### config.mk
export PLATFORM = sky130hd
export DESIGN_NAME = nested_irq_mask_level_control
export DESIGN_NICKNAME = d
export VERILOG_FILES = /design/src/rtl/nimlc_pkg.sv /design/src/rtl/nested_irq_mask_level_control.sv /design/src/rtl/nimlc_ctrl.sv /design/src/rtl/nimlc_dp.sv
export SDC_FILE = /design/constraint.sdc
export NUM_CORES = 1
export LEC_CHECK = 0
export BUFFER_PORTS_ARGS = -buffer_cell sky130_fd_sc_hd__buf_4
export CORE_ASPECT_RATIO = 1.2
export CORE_MARGIN = 2
export CORE_UTILIZATION = 58
export DETAILED_ROUTE_END_ITERATION = 8
export PLACE_DENSITY = 0.78
export SYNTH_ARGS = -nofsm -noshare
export SYNTH_HDL_FRONTEND = slang
export SYNTH_SLANG_ARGS = --single-unit
### constraint.sdc
create_clock -name clk -period 3.9 [get_ports clk]
set_input_delay 0.585 -clock clk [delete_from_list [all_inputs] [get_ports clk]]
set_output_delay 0.585 -clock clk [all_outputs]
set_load 0.02 [all_outputs]
### src/rtl/nimlc_pkg.sv
// ----------------------------------------------------------------------------
// nimlc_pkg
// Shared types and codes for the nested interrupt mask level controller.
// ----------------------------------------------------------------------------
package nimlc_pkg;

	typedef enum logic [1:0] {
		K_DISABLE   = 2'd0,
		K_ENABLE    = 2'd1,
		K_INCREMENT = 2'd2,
		K_DECREMENT = 2'd3
	} kind_t;

	typedef enum logic [2:0] {
		ST_OK          = 3'd0,
		ST_ENABLE_ZERO = 3'd1,
		ST_INC_NONZERO = 3'd2,
		ST_DEC_NOT_ONE = 3'd3,
		ST_SATURATED   = 3'd4
	} status_t;

	typedef enum logic [1:0] {
		S_IDLE   = 2'd0,
		S_EXEC   = 2'd1,
		S_REPORT = 2'd2
	} state_t;

	// Commands from the controller to the datapath
	typedef struct packed {
		logic load;
		logic exec;
	} cmd_t;

	localparam int unsigned KIND_W   = 2;
	localparam int unsigned LEVEL_W  = 3;
	localparam int unsigned STATUS_W = 3;
	localparam int unsigned COUNT_W  = 8;

endpackage

### src/rtl/nested_irq_mask_level_control.sv
// ----------------------------------------------------------------------------
// nested_irq_mask_level_control
// Per-level interrupt disable nesting counters with mask level rewrite.
// Sequencing: an accepted start moves through S_EXEC to S_REPORT, which raises done.
// A new request is not taken while busy (S_EXEC); one is taken in the
// cycle its predecessor reports.
// Reset: all nesting counters clear to zero, sequencer returns to idle.
// Results are presented for one cycle; the receiver cannot stall.
// ----------------------------------------------------------------------------
module nested_irq_mask_level_control #(
	parameter int unsigned LEVELS     = 8,
	parameter int unsigned COUNT_BITS = 8
) (
	input  logic                           clk,
	input  logic                           arst_n,
	input  logic                           start,
	output logic                           busy,
	input  logic [nimlc_pkg::KIND_W-1:0]   kind,
	input  logic [nimlc_pkg::LEVEL_W-1:0]  level,
	output logic                           done,
	output logic                           mask_write,
	output logic [nimlc_pkg::LEVEL_W-1:0]  mask_level,
	output logic [nimlc_pkg::STATUS_W-1:0] status,
	output logic [nimlc_pkg::COUNT_W-1:0]  count_after
);
	import nimlc_pkg::*;

	cmd_t cmd;

	nimlc_ctrl u_ctrl (
		.clk    (clk),
		.arst_n (arst_n),
		.start  (start),
		.busy   (busy),
		.done   (done),
		.cmd    (cmd)
	);

	nimlc_dp #(
		.LEVELS     (LEVELS),
		.COUNT_BITS (COUNT_BITS)
	) u_dp (
		.clk         (clk),
		.arst_n      (arst_n),
		.cmd         (cmd),
		.kind        (kind),
		.level       (level),
		.mask_write  (mask_write),
		.mask_level  (mask_level),
		.status      (status),
		.count_after (count_after)
	);

endmodule

### src/rtl/nimlc_ctrl.sv
// ----------------------------------------------------------------------------
// nimlc_ctrl
// Request sequencer: capture, execute, report.
// ----------------------------------------------------------------------------
module nimlc_ctrl (
	input  logic            clk,
	input  logic            arst_n,
	input  logic            start,
	output logic            busy,
	output logic            done,
	output nimlc_pkg::cmd_t cmd
);
	import nimlc_pkg::*;

	state_t state_q;
	state_t state_d;
	logic   accept;

	assign accept = start && !busy;

	always_comb begin
		state_d = state_q;
		unique case (state_q)
			S_IDLE: begin
				if (accept) begin
					state_d = S_EXEC;
				end
			end
			S_EXEC: begin
				state_d = S_REPORT;
			end
			S_REPORT: begin
				if (accept) begin
					state_d = S_EXEC;
				end else begin
					state_d = S_IDLE;
				end
			end
			default: begin
				state_d = S_IDLE;
			end
		endcase
	end

	always_comb begin
		busy     = 1'b0;
		done     = 1'b0;
		cmd.exec = 1'b0;
		unique case (state_q)
			S_IDLE: begin
			end
			S_EXEC: begin
				busy     = 1'b1;
				cmd.exec = 1'b1;
			end
			S_REPORT: begin
				done = 1'b1;
			end
			default: begin
			end
		endcase
		cmd.load = start && !busy;
	end

	always_ff @(posedge clk or negedge arst_n) begin
		if (!arst_n) begin
			state_q <= S_IDLE;
		end else begin
			state_q <= state_d;
		end
	end

endmodule

### src/rtl/nimlc_dp.sv
// ----------------------------------------------------------------------------
// nimlc_dp
// Nesting counters, request update logic and mask level priority encoder.
// ----------------------------------------------------------------------------
module nimlc_dp #(
	parameter int unsigned LEVELS     = 8,
	parameter int unsigned COUNT_BITS = 8
) (
	input  logic                           clk,
	input  logic                           arst_n,
	input  nimlc_pkg::cmd_t                cmd,
	input  logic [nimlc_pkg::KIND_W-1:0]   kind,
	input  logic [nimlc_pkg::LEVEL_W-1:0]  level,
	output logic                           mask_write,
	output logic [nimlc_pkg::LEVEL_W-1:0]  mask_level,
	output logic [nimlc_pkg::STATUS_W-1:0] status,
	output logic [nimlc_pkg::COUNT_W-1:0]  count_after
);
	import nimlc_pkg::*;

	localparam int unsigned IDX_W = (LEVELS > 2) ? $clog2(LEVELS) : 1;
	localparam logic [COUNT_BITS-1:0] CNT_MAX  = {COUNT_BITS{1'b1}};
	localparam logic [COUNT_BITS-1:0] CNT_ZERO = '0;
	localparam logic [COUNT_BITS-1:0] CNT_ONE  = COUNT_BITS'(1);

	logic [COUNT_BITS-1:0] counts_q [LEVELS];
	logic [KIND_W-1:0]     kind_q;
	logic [LEVEL_W-1:0]    level_q;

	logic                  wr_q;
	logic [STATUS_W-1:0]   status_q;
	logic [COUNT_W-1:0]    count_q;

	logic [31:0]           level_wide;
	logic [IDX_W-1:0]      idx;
	logic                  in_range;
	logic [COUNT_BITS-1:0] c_cur;
	logic [COUNT_BITS-1:0] c_new;
	logic                  wr_d;
	status_t               st_d;
	logic [31:0]           c_wide;
	logic [LEVELS-1:0]     nonzero;
	logic [IDX_W-1:0]      top;

	assign level_wide = {{(32 - LEVEL_W){1'b0}}, level_q};
	assign idx        = level_wide[IDX_W-1:0];
	assign in_range   = (level_q != '0) && (level_wide < LEVELS);
	assign c_cur      = counts_q[idx];

	always_comb begin
		c_new = c_cur;
		wr_d  = 1'b0;
		st_d  = ST_OK;
		case (kind_t'(kind_q))
			K_DISABLE: begin
				if (c_cur == CNT_MAX) begin
					st_d = ST_SATURATED;
				end else begin
					wr_d  = (c_cur == CNT_ZERO);
					c_new = c_cur + CNT_ONE;
				end
			end
			K_ENABLE: begin
				if (c_cur == CNT_ZERO) begin
					st_d = ST_ENABLE_ZERO;
				end else begin
					wr_d  = (c_cur == CNT_ONE);
					c_new = c_cur - CNT_ONE;
				end
			end
			K_INCREMENT: begin
				if (c_cur != CNT_ZERO) begin
					st_d = ST_INC_NONZERO;
				end else begin
					c_new = CNT_ONE;
				end
			end
			default: begin
				if (c_cur != CNT_ONE) begin
					st_d = ST_DEC_NOT_ONE;
				end else begin
					c_new = CNT_ZERO;
				end
			end
		endcase
	end

	assign c_wide = 32'(c_new);

	// Highest nonzero level; level zero never takes part
	always_comb begin
		top = '0;
		for (int i = 0; i < LEVELS; i++) begin
			nonzero[i] = (counts_q[i] != CNT_ZERO);
		end
		for (int i = 1; i < LEVELS; i++) begin
			if (nonzero[i]) begin
				top = IDX_W'(i);
			end
		end
	end

	always_ff @(posedge clk) begin
		if (cmd.load) begin
			kind_q  <= kind;
			level_q <= level;
		end
	end

	always_ff @(posedge clk) begin
		if (cmd.exec) begin
			wr_q     <= in_range && wr_d;
			status_q <= in_range ? st_d : ST_OK;
			count_q  <= in_range ? c_wide[COUNT_W-1:0] : '0;
		end
	end

	always_ff @(posedge clk or negedge arst_n) begin
		if (!arst_n) begin
			for (int i = 0; i < LEVELS; i++) begin
				counts_q[i] <= '0;
			end
		end else if (cmd.exec && in_range) begin
			counts_q[idx] <= c_new;
		end
	end

	assign mask_write  = wr_q;
	assign status      = status_q;
	assign count_after = count_q;
	assign mask_level  = LEVEL_W'(32'(top));

endmodule

**Word level (Yosys, flattened, before mapping)**

Index checks and enable logic that the tools add are counted.

- Add/subtract/negate cells: 2
- $mul: 0
- Divide/modulo/power cells: 0
- Magnitude comparators: 3
- Equal/unequal tests: 8
- Shifts and indexed selects: 0
- Muxes and demuxes: 31
- Bitwise gates (word level): 1
- Reductions and logical operators: 18

Operators with widths:

| kind | count |
|---|---|
| 64-bit bitwise mux | 1 |
| 8-bit nonzero test | 8 |
| 8-bit 2-to-1 mux | 7 |
| 8-bit binary-select mux with 3-bit select | 1 |
| 8-bit demux with 3-bit select | 1 |
| 8-bit one-hot mux with 3 select lines | 1 |
| 3-bit 2-to-1 mux | 5 |
| 2-bit 2-to-1 mux | 5 |
| 3-bit one-hot mux with 3 select lines | 1 |
| 8-bit by 1-bit adder with 8-bit output (second input constant) | 1 |
| 8-bit by 1-bit == test with 1-bit output (second input constant) | 1 |
| 8-bit == test (second input constant) | 1 |
| 8-bit logical NOT | 1 |
| 8-bit by 1-bit != test with 1-bit output (second input constant) | 1 |
| 8-bit by 1-bit subtractor with 8-bit output (second input constant) | 1 |
| 1-bit 2-to-1 mux | 7 |
| 2-bit one-hot mux with 3 select lines | 1 |
| 1-bit logical AND | 5 |
| 2-bit by 1-bit == test with 1-bit output (second input constant) | 2 |
| 2-bit == test (second input constant) | 2 |
| 4-bit greater-or-equal comparator (second input constant) | 1 |
| 2-bit logical NOT | 2 |
| 3-bit by 4-bit less-than comparator with 1-bit output (second input constant) | 1 |
| 4-bit by 1-bit less-than comparator with 1-bit output (second input constant) | 1 |
| other kinds (5) | 5 |

- Register bits: 83
- Bits in latches: 0
- Bits in writable memories: 0
- ROM bits: 0
- Input bits: 8
- Output and inout port bits: 17
- Logic and storage cells: 77
- Memories kept: 0

**Longest topological paths before layout**

Gate-level depths: netlist of the first run.

- Depth after elaboration: 8
- Mapped depth: 14
- Gate-level depth less buffers: 10

**Cells and area by module**

From an unflattened synthesis of the first run, not the netlist that was laid out.

- Cell total of the unflattened synthesis: 437
- Area, all modules: 4484.3 um^2

By module, submodules not included:

| module | instances | cells each | area an instance (um^2) | sequential area each (um^2) |
|---|---|---|---|---|
| nimlc_dp | 1 | 428 | 4376.7 | 2112.0 |
| nimlc_ctrl | 1 | 9 | 107.6 | 50.0 |

**Worst setup path after synthesis of the first run**

OpenSTA, ideal clock, no wires.

- Path kind: register to register
- Start: register u_dp.level_q[0] (netlist: u_dp.idx[0])
- End: register u_dp.count_q[1] (netlist: u_dp.count_after[1]) (data pin)
- Library setup time: 0.271 ns
- Arrival time: 3.174 ns
- Data required time: 3.629 ns
- Path slack: 0.455 ns
- Cell stages (with the launch flop): 13
- Path buffers: 2
- Clock period less this slack: 3.445 ns
- Cell sequence: edfxtp_1 -> buf_4 -> buf_6 -> or3b_2 -> a21boi_1 -> a211oi_2 -> inv_1 -> ha_1 -> o21ai_4 -> nor4_2 -> mux2_2 -> a22oi_2 -> a21oi_1

- Word-level cells in the longest chain between the ends: 7
- Elaborated cells on any way between the ends: 18
- Those cells by class: 2 x add/sub; 1 x order compare; 2 x eq/ne; 8 x mux; 1 x bitwise; 4 x reduce/logical

Ends and longest elaborated chain:

| item | RTL line | text |
|---|---|---|
| from (decl) | nimlc_dp.sv:28 | `logic [LEVEL_W-1:0] level_q;` |
| from (signal assigned) | nimlc_dp.sv:106 | `level_q <= level;` |
| 3-bit NOT with 4-bit output (implied by the code) | nimlc_dp.sv:48 | `assign c_cur = counts_q[idx];` |
| 8-bit binary-select mux with 3-bit select | nimlc_dp.sv:48 |  |
| 8-bit 2-to-1 mux (implied by the code) (2 in a row) | nimlc_dp.sv:48 |  |
| 8-bit by 1-bit subtractor with 8-bit output, or another cell as far along | nimlc_dp.sv:68 | `c_new = c_cur - CNT_ONE;` |
| 8-bit 2-to-1 mux (on tied branches) | - |  |
| 8-bit one-hot mux with 3 select lines | nimlc_dp.sv:54 | `case (kind_t'(kind_q))` |
| to (signal assigned) | nimlc_dp.sv:114 | `count_q <= in_range ? c_wide[COUNT_W-1:0] : '0;` |
| to (decl) | nimlc_dp.sv:32 | `logic [COUNT_W-1:0] count_q;` |

Several ways; a longest one is shown, not always the timed one. The select of a mux whose other input is x is not followed.
A chain may end at the register's enable or synchronous reset.

**Worst setup path in the final report of the first run**

Same ends and word-level chain as after synthesis.

==> results of run 1 <==
-- state kept, by name, indices dropped and copies added, names as in the netlist --
| name | flops |
|---|---|
| u_dp.count_after | 8 |
| u_dp.status | 3 |
| u_dp.idx | 3 |
| u_dp.mask_write | 1 |
| u_dp.counts_q | 64 |
| u_dp.kind_q | 2 |
| u_ctrl.state_q | 2 |
-- worst reg2reg max path, delay by kind of cell (launching register included) --
| kind | cells | cell delay (ns) |
|---|---|---|
| AOI/OAI and AO/OA | 5 | 0.95 |
| adders and majority gates | 1 | 0.23 |
| and+or+nand+nor | 2 | 0.98 |
| muxes | 1 | 0.40 |
| DFF | 1 | 0.67 |
| buffers and inverters | 1 | 0.11 |
-- through the flow --
stage	cells	util	setup WS (ns)	total power, mW	hold WS, ns
floorplan	430	-	0.455	2.09	0.289
detailed placement	538	0.640	0.358	2.50	0.371
CTS	554	0.667	0.324	3.15	0.327
global placement	538	0.640	0.457	2.46	0.364
finish	554	0.667	0.291	3.17	0.291
global route	554	0.667	0.0673	3.33	0.364
-- cell usage in the layout (no fill, tap or decap), types with 3 or more instances in the layout --
cell       synthesis  routed
a2111oi_0          3       3
a21oi_1           26      26
a31oi_1           15      15
buf_4              3      47
clkbuf_8           0      11
dfrtp_1           66      66
edfxtp_1          17      17
ha_1               5       5
inv_1             11      11
mux2_2            26      26
mux2i_1           12      12
mux4_2            10      10
nand2_1           32      32
nand2b_1           9       9
nand3_1            9       9
nand4_1            3       3
nor2_1            36      36
nor2b_1            7       7
nor3_1            10      10
nor4_1            13      13
o211ai_1           5       5
o21ai_0            7       7
o21ai_1            7       7
o22ai_1            6       6
o31ai_1            6       6
or3_1              4       4
or4_1              3       3
-- worst max-delay path by stage --
stage | startpoint | to | slack (ns)
after global placement | u_dp.idx[0]$_DFFE_PP_ | u_dp.count_after[1]$_SDFFCE_PP0P_ | 0.46
after detailed placement | u_dp.idx[0]$_DFFE_PP_ | u_dp.count_after[1]$_SDFFCE_PP0P_ | 0.36
after floorplan | u_dp.idx[0]$_DFFE_PP_ | u_dp.count_after[1]$_SDFFCE_PP0P_ | 0.45
after global routing | u_dp.idx[0]$_DFFE_PP_ | u_dp.count_after[1]$_SDFFCE_PP0P_ | 0.07
final | u_dp.idx[0]$_DFFE_PP_ | u_dp.count_after[1]$_SDFFCE_PP0P_ | 0.29
after CTS | u_dp.idx[0]$_DFFE_PP_ | u_dp.count_after[1]$_SDFFCE_PP0P_ | 0.32
-- logic make-up (layout without fill, tap and decap cells) --
logic type | Yosys count | in the layout | synth area share
adder cells (fa/ha/maj) | 5 | 5 | 0.0135
flip-flops | 83 | 83 | 0.467
AND/OR/NAND/NOR | 142 | 142 | 0.158
multiplexers | 51 | 51 | 0.149
buffers and inverters | 45 | 77 | 0.0495
XOR/XNOR | 1 | 1 | 0.00189
AO/OA/AOI/OAI | 103 | 103 | 0.161
-- area by class of cell --
class                      instances  area (µm²)
timing repair buffer              48         373
inverter                          13        48.8
clock buffer                      12         155
sequential                        83        2160
tap                               92         115
clock inverter                     4        47.5
multi-input combinational        302        2240
fill                             583        2570
-- synth_stat cells (all sizes together), types with 3 or more instances --
cell,n,share of area
a2111oi,4,0.0089
a211oi,4,0.011
a21oi,28,0.032
a31oi,15,0.020
buf,12,0.023
clkbuf,20,0.016
dfrtp,66,0.36
edfxtp,17,0.11
ha,5,0.014
inv,13,0.011
mux2,27,0.067
mux2i,14,0.034
mux4,10,0.049
nand2,32,0.026
nand2b,9,0.012
nand3,9,0.0097
nand4,3,0.0041
nor2,37,0.031
nor2b,7,0.0095
nor3,11,0.013
nor4,14,0.020
o211ai,5,0.0081
o21ai,15,0.019
o22ai,7,0.011
o31ai,6,0.0097
o32ai,3,0.0073
or3,4,0.0054
or4,3,0.0049
-- power by group --
group	switching [mW]	leakage [nW]	internal [mW]
Combinational	0.654	1.05	0.496
Sequential	0.246	1.00	1.13
Clock	0.316	0.107	0.331
-- layer usage --
metal  up-vias  part of all wire  global-route usage
met3        55             0.070              0.0468
met2       207              0.48               0.469
met5         -                 0                   0
met4         0             0.052               0.168
met1      1810              0.40               0.381
li1       1655                 -                   -
==> run metrics, run 1 <==
sequential-to-total area share from yosys stat=0.467; FF+latch count, synth=83; diodes inserted=0; CP max stage delay=0.67 ns; Die Area=8710 µm²; Max-Cap Viols=0; Slowest-stage cell, CP=edfxtp_1; Synth Instances=430; HPWL after DPL=8600 µm; CP Depth=10; # DRC=0; largest net degree at the start of global routing=67; Congestion Overflow GR=0; Crit path required time=4.00 ns; final setup skew=roughly 0.0076 ns; Root Buffer=clkbuf_8; Cell Area, Synth=4630 µm²; DR pass1 iterations=5; area grow syn2layout=11.0%; static leakage=~2.2 nW; Top delay family on crit path=simple AND/OR/NAND/NOR gates; Die W=85.5 µm; die height=102 µm; Worst Path Arrival=around 3.7 ns; Cell Rows=35; R2R Setup Slk=approximately 0.29 ns; cell count of the worst reg-to-reg path=10; Max VDD drop=0.000333 V; crit path buf inv count=1; clock sinks=between 80 and 90; vias in the first global route=3600; CP Capture Type=flip-flop; Async SR Flop Fraction=0.795; core box area=7710 µm²; Post-DRT Antenna Nets=0; total track usage=0.293; setup bufs post-CTS=0; Yosys cell types=70; max_slew headroom=0.323; drt wl/cell=around 21 µm; Synth Net Count=443; Top FF cell, synth=dfrtp_1; clk_lat worst skew=between 0.3 and 0.4 ns; Final Cycle Share=0.925; Crit Path Class=reg -> reg; status=finished, final reports clean; Pwr per Cell Area=617 nW/µm²; initial antenna violation count=0; # setup viols final=0; layout cells sized above 1=0.266; 1st-iter DRT viols=around 320; Final nets=470; first-pass GRT wire length=about 19000 µm; CTS tree=done; clock buffer count from CTS=9; vias=3727; placed cell areas=4940 µm²; cell chain of the critical path=or3b_2 > a21boi_1 > a211oi_2 > inv_1 > ha_1 > o21ai_4 > nor4_2 > mux2_2 > a22oi_2 > a21oi_1; CP max FO=17; worst slew pin tran=1.01 ns; cts-stage hold buffer count=0; final instance area=a little over 5000 µm²; I/O pin cnt=25; hold crit path type=in -> async; Pins Over Slew Limit=0; Routed WL=11900 µm; Crit Reg-Reg Endpoint=u_dp.count_after[1]$_SDFFCE_PP0P_; Synth Warn #=0; Final TNS setup=0 ns; Clk pin slew, worst setup/hold paths=0.08 ns; EDFF count, synth=17; Startpoint Class=flip-flop; IO Port Bufs=24; buffers from clock root to sink, at most=2; Initial Utilization=0.600; fin crit period=3.61 ns; Crit Reg-Reg Startpoint=u_dp.idx[0]$_DFFE_PP_; Fin. Hold Viols=0; Peak Freq=approximately 0.28 GHz; RSZ-0062 raised after global routing=false; post-CTS sizing=0; htree depth=3; DR vias/cell=approximately 6.7; RePlAce Congestion=approximately 0.95; Avg Cell Area, Syn=between 10 and 15 µm²
Note: power is estimated with default switching activity, not from simulation.
==> inputs of run 2 (changes only) <==
--- a/config.mk
+++ b/config.mk
@@ -6,11 +6,14 @@
 export NUM_CORES = 1
 export LEC_CHECK = 0
 export BUFFER_PORTS_ARGS = -buffer_cell sky130_fd_sc_hd__buf_4
+export CAP_MARGIN = 20
+export CELL_PAD_IN_SITES_DETAIL_PLACEMENT = 1
+export CELL_PAD_IN_SITES_GLOBAL_PLACEMENT = 2
 export CORE_ASPECT_RATIO = 1.2
 export CORE_MARGIN = 2
-export CORE_UTILIZATION = 58
+export CORE_UTILIZATION = 41
 export DETAILED_ROUTE_END_ITERATION = 8
-export PLACE_DENSITY = 0.78
+export PLACE_DENSITY = 0.82
 export SYNTH_ARGS = -nofsm -noshare
 export SYNTH_HDL_FRONTEND = slang
 export SYNTH_SLANG_ARGS = --single-unit
==> run metrics, run 2 (synthesis results as in run 1) <==
first-pass GRT wire length=22400 µm (+17%); hold crit path type=in -> async; Pins Over Slew Limit=0 (unchanged); Max-Cap Viols=0 (unchanged); static leakage=2.19 nW (+1.5%); Congestion Overflow GR=0 (unchanged); area grow syn2layout=14.2%; Final nets=466 (-0.85%); cell count of the worst reg-to-reg path=8 (-2); DR vias/cell=6.20 (-7.9%); status=finished, final reports clean; hold slack=0.330 ns (+0.0390 ns); Root Buffer=clkbuf_16; placed cells=574 (+6.7%); clock buffer count from CTS=9 (unchanged); CTS tree=done; Crit path required time=3.98 ns (-0.02 ns); post-CTS sizing=0 (unchanged); diodes inserted=0 (unchanged); layout cells sized above 1=0.264 (-0.00204); die height=120 µm (+18%); total track usage=0.247 (-0.0460); Cell Rows=42 (+20%); drt wl/cell=23.5 µm (+9.4%); vias=3656 (-1.9%); Post-Layout Cell Count=590 (+6.5%); max reg flops=64 (unchanged); Pwr per Cell Area=658 nW/µm² (+6.7%); register with the most flip-flops=u_dp.counts_q; Worst Path Arrival=3.76 ns (+0.05 ns); # DRC=0 (unchanged); RSZ-0062 raised after global routing=false; RePlAce Congestion=0.922 (-3.0%); Initial Utilization=0.419 (-0.181); Final Power=3.48 mW (+9.8%); vias in the first global route=3950 (+9.7%); Clk pin slew, worst setup/hold paths=0.07 ns (about the same); initial antenna violation count=0 (unchanged); Crit Path Class=reg -> reg; clock sinks=83 (unchanged); CP max FO=13 (-4); CP Capture Type=flip-flop; largest net degree at the start of global routing=67 (unchanged); clk_lat worst skew=0.35 ns (-0.02 ns); DR pass1 iterations=4 (-1); Post-DRT Antenna Nets=0 (unchanged); Die Area=12200 µm² (+40%); Final Cycle Share=0.944 (+0.0192); buffers from clock root to sink, at most=2 (unchanged); fin crit period=3.68 ns (+0.0747 ns); # setup viols final=0 (unchanged); 1st-iter DRT viols=247 (-22%); core box area=11000 µm² (+43%); Fillers=1203 (+110%); CP startpoint=u_dp.idx[0]$_DFFE_PP_; HPWL after DPL=10300 µm (+19%); CP Capture Point=u_dp.count_after[6]$_SDFFCE_PP0P_; final setup skew=0.0105 ns (+0.00288 ns); Crit Reg-Reg Endpoint=u_dp.count_after[6]$_SDFFCE_PP0P_; setup bufs post-CTS=0 (unchanged); max_slew headroom=0.435 (+0.112); worst slew pin tran=0.847 ns (-0.165 ns); IO Port Bufs=24 (unchanged); Max VDD drop=0.000211 V (-37%); most frequent cells in the layout=66 x dfrtp_1, 43 x buf_4, 36 x nor2_1; R2R Setup Slk=0.22 ns (-0.07 ns); cts-stage hold buffer count=0 (unchanged); Fin. Hold Viols=0 (unchanged); Final TNS setup=0 ns (unchanged); Peak Freq=0.271 GHz (-2.0%); I/O pin cnt=25 (unchanged); Crit Reg-Reg Startpoint=u_dp.idx[0]$_DFFE_PP_; Die W=101 µm (+18%); htree depth=3 (unchanged); Routed WL=13900 µm (+17%); commonest non-fill, non-tap cell in the layout=dfrtp_1; Startpoint Class=flip-flop
## run 2: cell types whose count changed in the layout (fill, tap and decap cells not counted), sizes merged
cell and delta:
buf -4, bufinv -1, clkinvlp +1, clkinv +1, inv -2, clkbuf +1
## run 2: how the worst min path moves through the flow
stage,cells past startpoint,endpoint,slack [ns]
floorplan,0,u_ctrl.state_q[0]$_DFFE_PN0P_,0.29
global placement,0,u_dp.counts_q[57]$_DFFE_PN0P_,0.36
detailed placement,0,u_dp.counts_q[57]$_DFFE_PN0P_,0.36
CTS,1,u_dp.counts_q[21]$_DFFE_PN0P_,0.37
global route,0,u_dp.counts_q[57]$_DFFE_PN0P_,0.38
finish,1,u_dp.counts_q[62]$_DFFE_PN0P_,0.33
## run 2: metrics by stage
stage | worst slack [ns] | utilization | area (µm²)
5_1_grt | 0.0502 | 0.479 | 5290
3_3_place_gp | 0.345 | 0.449 | 4960
4_1_cts | 0.237 | 0.479 | 5280
6_report | 0.216 | 0.479 | 5290
3_5_place_dp | 0.289 | 0.449 | 4960
2_1_floorplan | 0.455 | - | 4630
## run 2: cell type report
cell class / count / area [µm²] / area share
tap: 132 / 165 / 0.0312
timing repair buffer: 44 / 343 / 0.0648
clock inverter: 3 / 25.0 / 0.00473
clock buffer: 13 / 303 / 0.0573
multi-input combinational: 302 / 2240 / 0.424
sequential: 83 / 2160 / 0.409
inverter: 13 / 48.8 / 0.00923
## run 2: report_power, final
part	internal [mW]	switching (mW)
registers	1.13	0.242
clock network	0.547	0.369
logic	0.487	0.707
## run 2: metal layers
| layer | global-route usage | vias up | share of wire |
|---|---|---|---|
| met4 | 0.133 | 0 | 0.034 |
| met1 | 0.313 | 1887 | 0.43 |
| li1 | - | 1650 | - |
| met3 | 0.0428 | 30 | 0.042 |
| met2 | 0.399 | 89 | 0.50 |
| met5 | 0 | - | 0 |
## run 2: critical path, stage by stage, from the launching register on
cell and delay (ns):
edfxtp_1 0.65, mux4_2 0.60, mux2_2 0.34, nor3_1 0.48, and4_1 0.31, buf_4 0.21
a2111oi_0 0.14, o22ai_2 0.58, nor2_1 0.09
==> inputs of run 3 (changes only) <==
--- a/config.mk
+++ b/config.mk
@@ -10,7 +10,7 @@
 export CELL_PAD_IN_SITES_DETAIL_PLACEMENT = 1
 export CELL_PAD_IN_SITES_GLOBAL_PLACEMENT = 2
 export CORE_ASPECT_RATIO = 1.2
-export CORE_MARGIN = 2
+export CORE_MARGIN = 1.5
 export CORE_UTILIZATION = 41
 export DETAILED_ROUTE_END_ITERATION = 8
 export PLACE_DENSITY = 0.82
==> run metrics, run 3 (synthesis results as in run 1) <==
DR top layer=met4; commonest non-fill, non-tap cell in the layout=dfrtp_1; CP Capture Type=flip-flop; Routed WL=13500 µm (-2.6%); IO Port Bufs=24 (unchanged); CP max stage delay=0.55 ns (-0.10 ns); vias=3602 (-1.5%); DR vias/cell=6.13 (-1.1%); fin crit period=3.56 ns (-0.125 ns); Congestion Overflow GR=0 (unchanged); max_slew headroom=0.360 (-0.0745); routed length on met2=6810 µm (-1.2%); Slowest-stage cell, CP=mux4_2; Initial Utilization=0.419 (unchanged); DR pass1 iterations=4 (unchanged); initial antenna violation count=0 (unchanged); R2R Setup Slk=0.34 ns (+0.12 ns); static leakage=2.16 nW (-1.6%); DRT met1 WL=5840 µm (-1.4%); clock sinks=83 (unchanged); setup bufs post-CTS=0 (unchanged); Pins Over Slew Limit=0 (unchanged); RSZ-0062 raised after global routing=false; clock buffer count from CTS=9 (unchanged); post-CTS sizing=0 (unchanged); status=finished, final reports clean; diodes inserted=0 (unchanged); 1st-iter DRT viols=218 (-12%); hold crit path type=in -> async; final setup skew=0.00625 ns (-0.00425 ns); Die Area=11900 µm² (-1.8%); CP max FO=38 (+25); max reg flops=64 (unchanged); cell chain of the critical path=buf_12 > mux4_2 > mux2i_4 > inv_2 > ha_1 > o21ai_4 > nor4_2 > buf_4 > or3_1 > a221o_1 > a21oi_1; Clk pin slew, worst setup/hold paths=0.06 ns (about the same); Max VDD drop=0.000246 V (+17%); Final Cycle Share=0.913 (-0.0320); HPWL after DPL=9980 µm (-2.6%); Startpoint Class=flip-flop; Post-DRT Antenna Nets=0 (unchanged); RePlAce Congestion=0.902 (-2.2%); core box area=11000 µm² (unchanged); Fin. Hold Viols=0 (unchanged); total track usage=0.244 (-0.00296); # DRC=0 (unchanged); Root Buffer=clkbuf_16; Cell Rows=42 (unchanged); Die W=100 µm (-0.99%); cts-stage hold buffer count=0 (unchanged); Final TNS setup=0 ns (unchanged); Pwr per Cell Area=637 nW/µm² (-3.3%); Worst Path Arrival=3.74 ns (-0.02 ns); final instance area=5230 µm² (-1.2%); placed cell areas=4950 µm² (about the same); drt wl/cell=23.0 µm (-2.3%); WL met3=559 µm (-5.1%); buffers from clock root to sink, at most=2 (unchanged); clk_lat worst skew=0.34 ns (about the same); largest net degree at the start of global routing=67 (unchanged); I/O pin cnt=25 (unchanged); layout cells sized above 1=0.252 (-0.0120); Final nets=464 (-0.43%); Crit path required time=4.08 ns (+0.10 ns); most frequent cells in the layout=66 x dfrtp_1, 40 x buf_4, 36 x nor2_1; worst slew pin tran=0.935 ns (+0.0876 ns); Crit Path Class=reg -> reg; first-pass GRT wire length=21900 µm (-2.5%); CTS tree=done; register with the most flip-flops=u_dp.counts_q; vias in the first global route=3758 (-4.9%); area grow syn2layout=12.9%; # setup viols final=0 (unchanged); Max-Cap Viols=0 (unchanged); Final Power=3.33 mW (-4.4%); htree depth=3 (unchanged); die height=119 µm (-0.83%); Peak Freq=0.281 GHz (+3.5%)
[run 3: changes by cell type in the layout (fill, tap and decap cells not counted)]
cell,delta
clkinv_4,-1
buf_4,-3
buf_12,+1
a21oi_2,-1
clkbuf_1,+3
a21oi_1,+1
inv_4,+1
clkbuf_8,-1
clkbuf_16,-2
[run 3: final cells by class]
type	count	area, µm²
clock buffer	13	250
clock inverter	3	22.5
fill	1225	5810
inverter	13	48.8
multi-input combinational	302	2240
sequential	83	2160
tap	132	165
timing repair buffer	42	340
[run 3: through the flow]
stage | std cells | utilization | setup WS [ns] | hold slack [ns]
2_1_floorplan | 430 | - | 0.455 | 0.289
3_3_place_gp | 572 | 0.449 | 0.438 | 0.357
3_5_place_dp | 572 | 0.449 | 0.407 | 0.361
4_1_cts | 588 | 0.474 | 0.377 | 0.378
5_1_grt | 588 | 0.474 | 0.135 | 0.387
6_report | 588 | 0.474 | 0.341 | 0.361
[run 3: worst max-delay path: cells and delay by family, from the launching register on]
kind                       cells  cell delay [ns]
muxes                          2             0.89
DFF                            1             0.37
and+or+nand+nor                2             0.45
adders and majority gates      1             0.29
AOI/OAI and AO/OA              3             0.80
buffers and inverters          3             0.56
[run 3: final timing paths]
| check | start | end | cells after the start |
|---|---|---|---|
| setup reg to reg | u_dp.idx[2]$_DFFE_PP_ | u_dp.count_after[3]$_SDFFCE_PP0P_ | 11 |
| max in group asynchronous | arst_n | u_dp.counts_q[24]$_DFFE_PN0P_ | 1 |
| hold reg to reg | u_dp.counts_q[56]$_DFFE_PN0P_ | u_dp.counts_q[56]$_DFFE_PN0P_ | 0 |
| setup / recovery | u_dp.idx[2]$_DFFE_PP_ | u_dp.count_after[3]$_SDFFCE_PP0P_ | 11 |
| hold / removal | arst_n | u_dp.counts_q[42]$_DFFE_PN0P_ | 1 |
| min in group clk | u_dp.counts_q[56]$_DFFE_PN0P_ | u_dp.counts_q[56]$_DFFE_PN0P_ | 0 |
[run 3: report_power, final]
group          internal [mW]  switching, mW  leakage (nW)
Sequential              1.13          0.239          1.00
Combinational          0.487          0.678          1.02
Clock                  0.451          0.343         0.130
[run 3: layer usage]
| layer | up-vias | global-route usage |
|---|---|---|
| met5 | - | 0 |
| met4 | 0 | 0.0924 |
| met3 | 22 | 0.0340 |
| met2 | 94 | 0.400 |
| met1 | 1821 | 0.326 |
| li1 | 1665 | - |
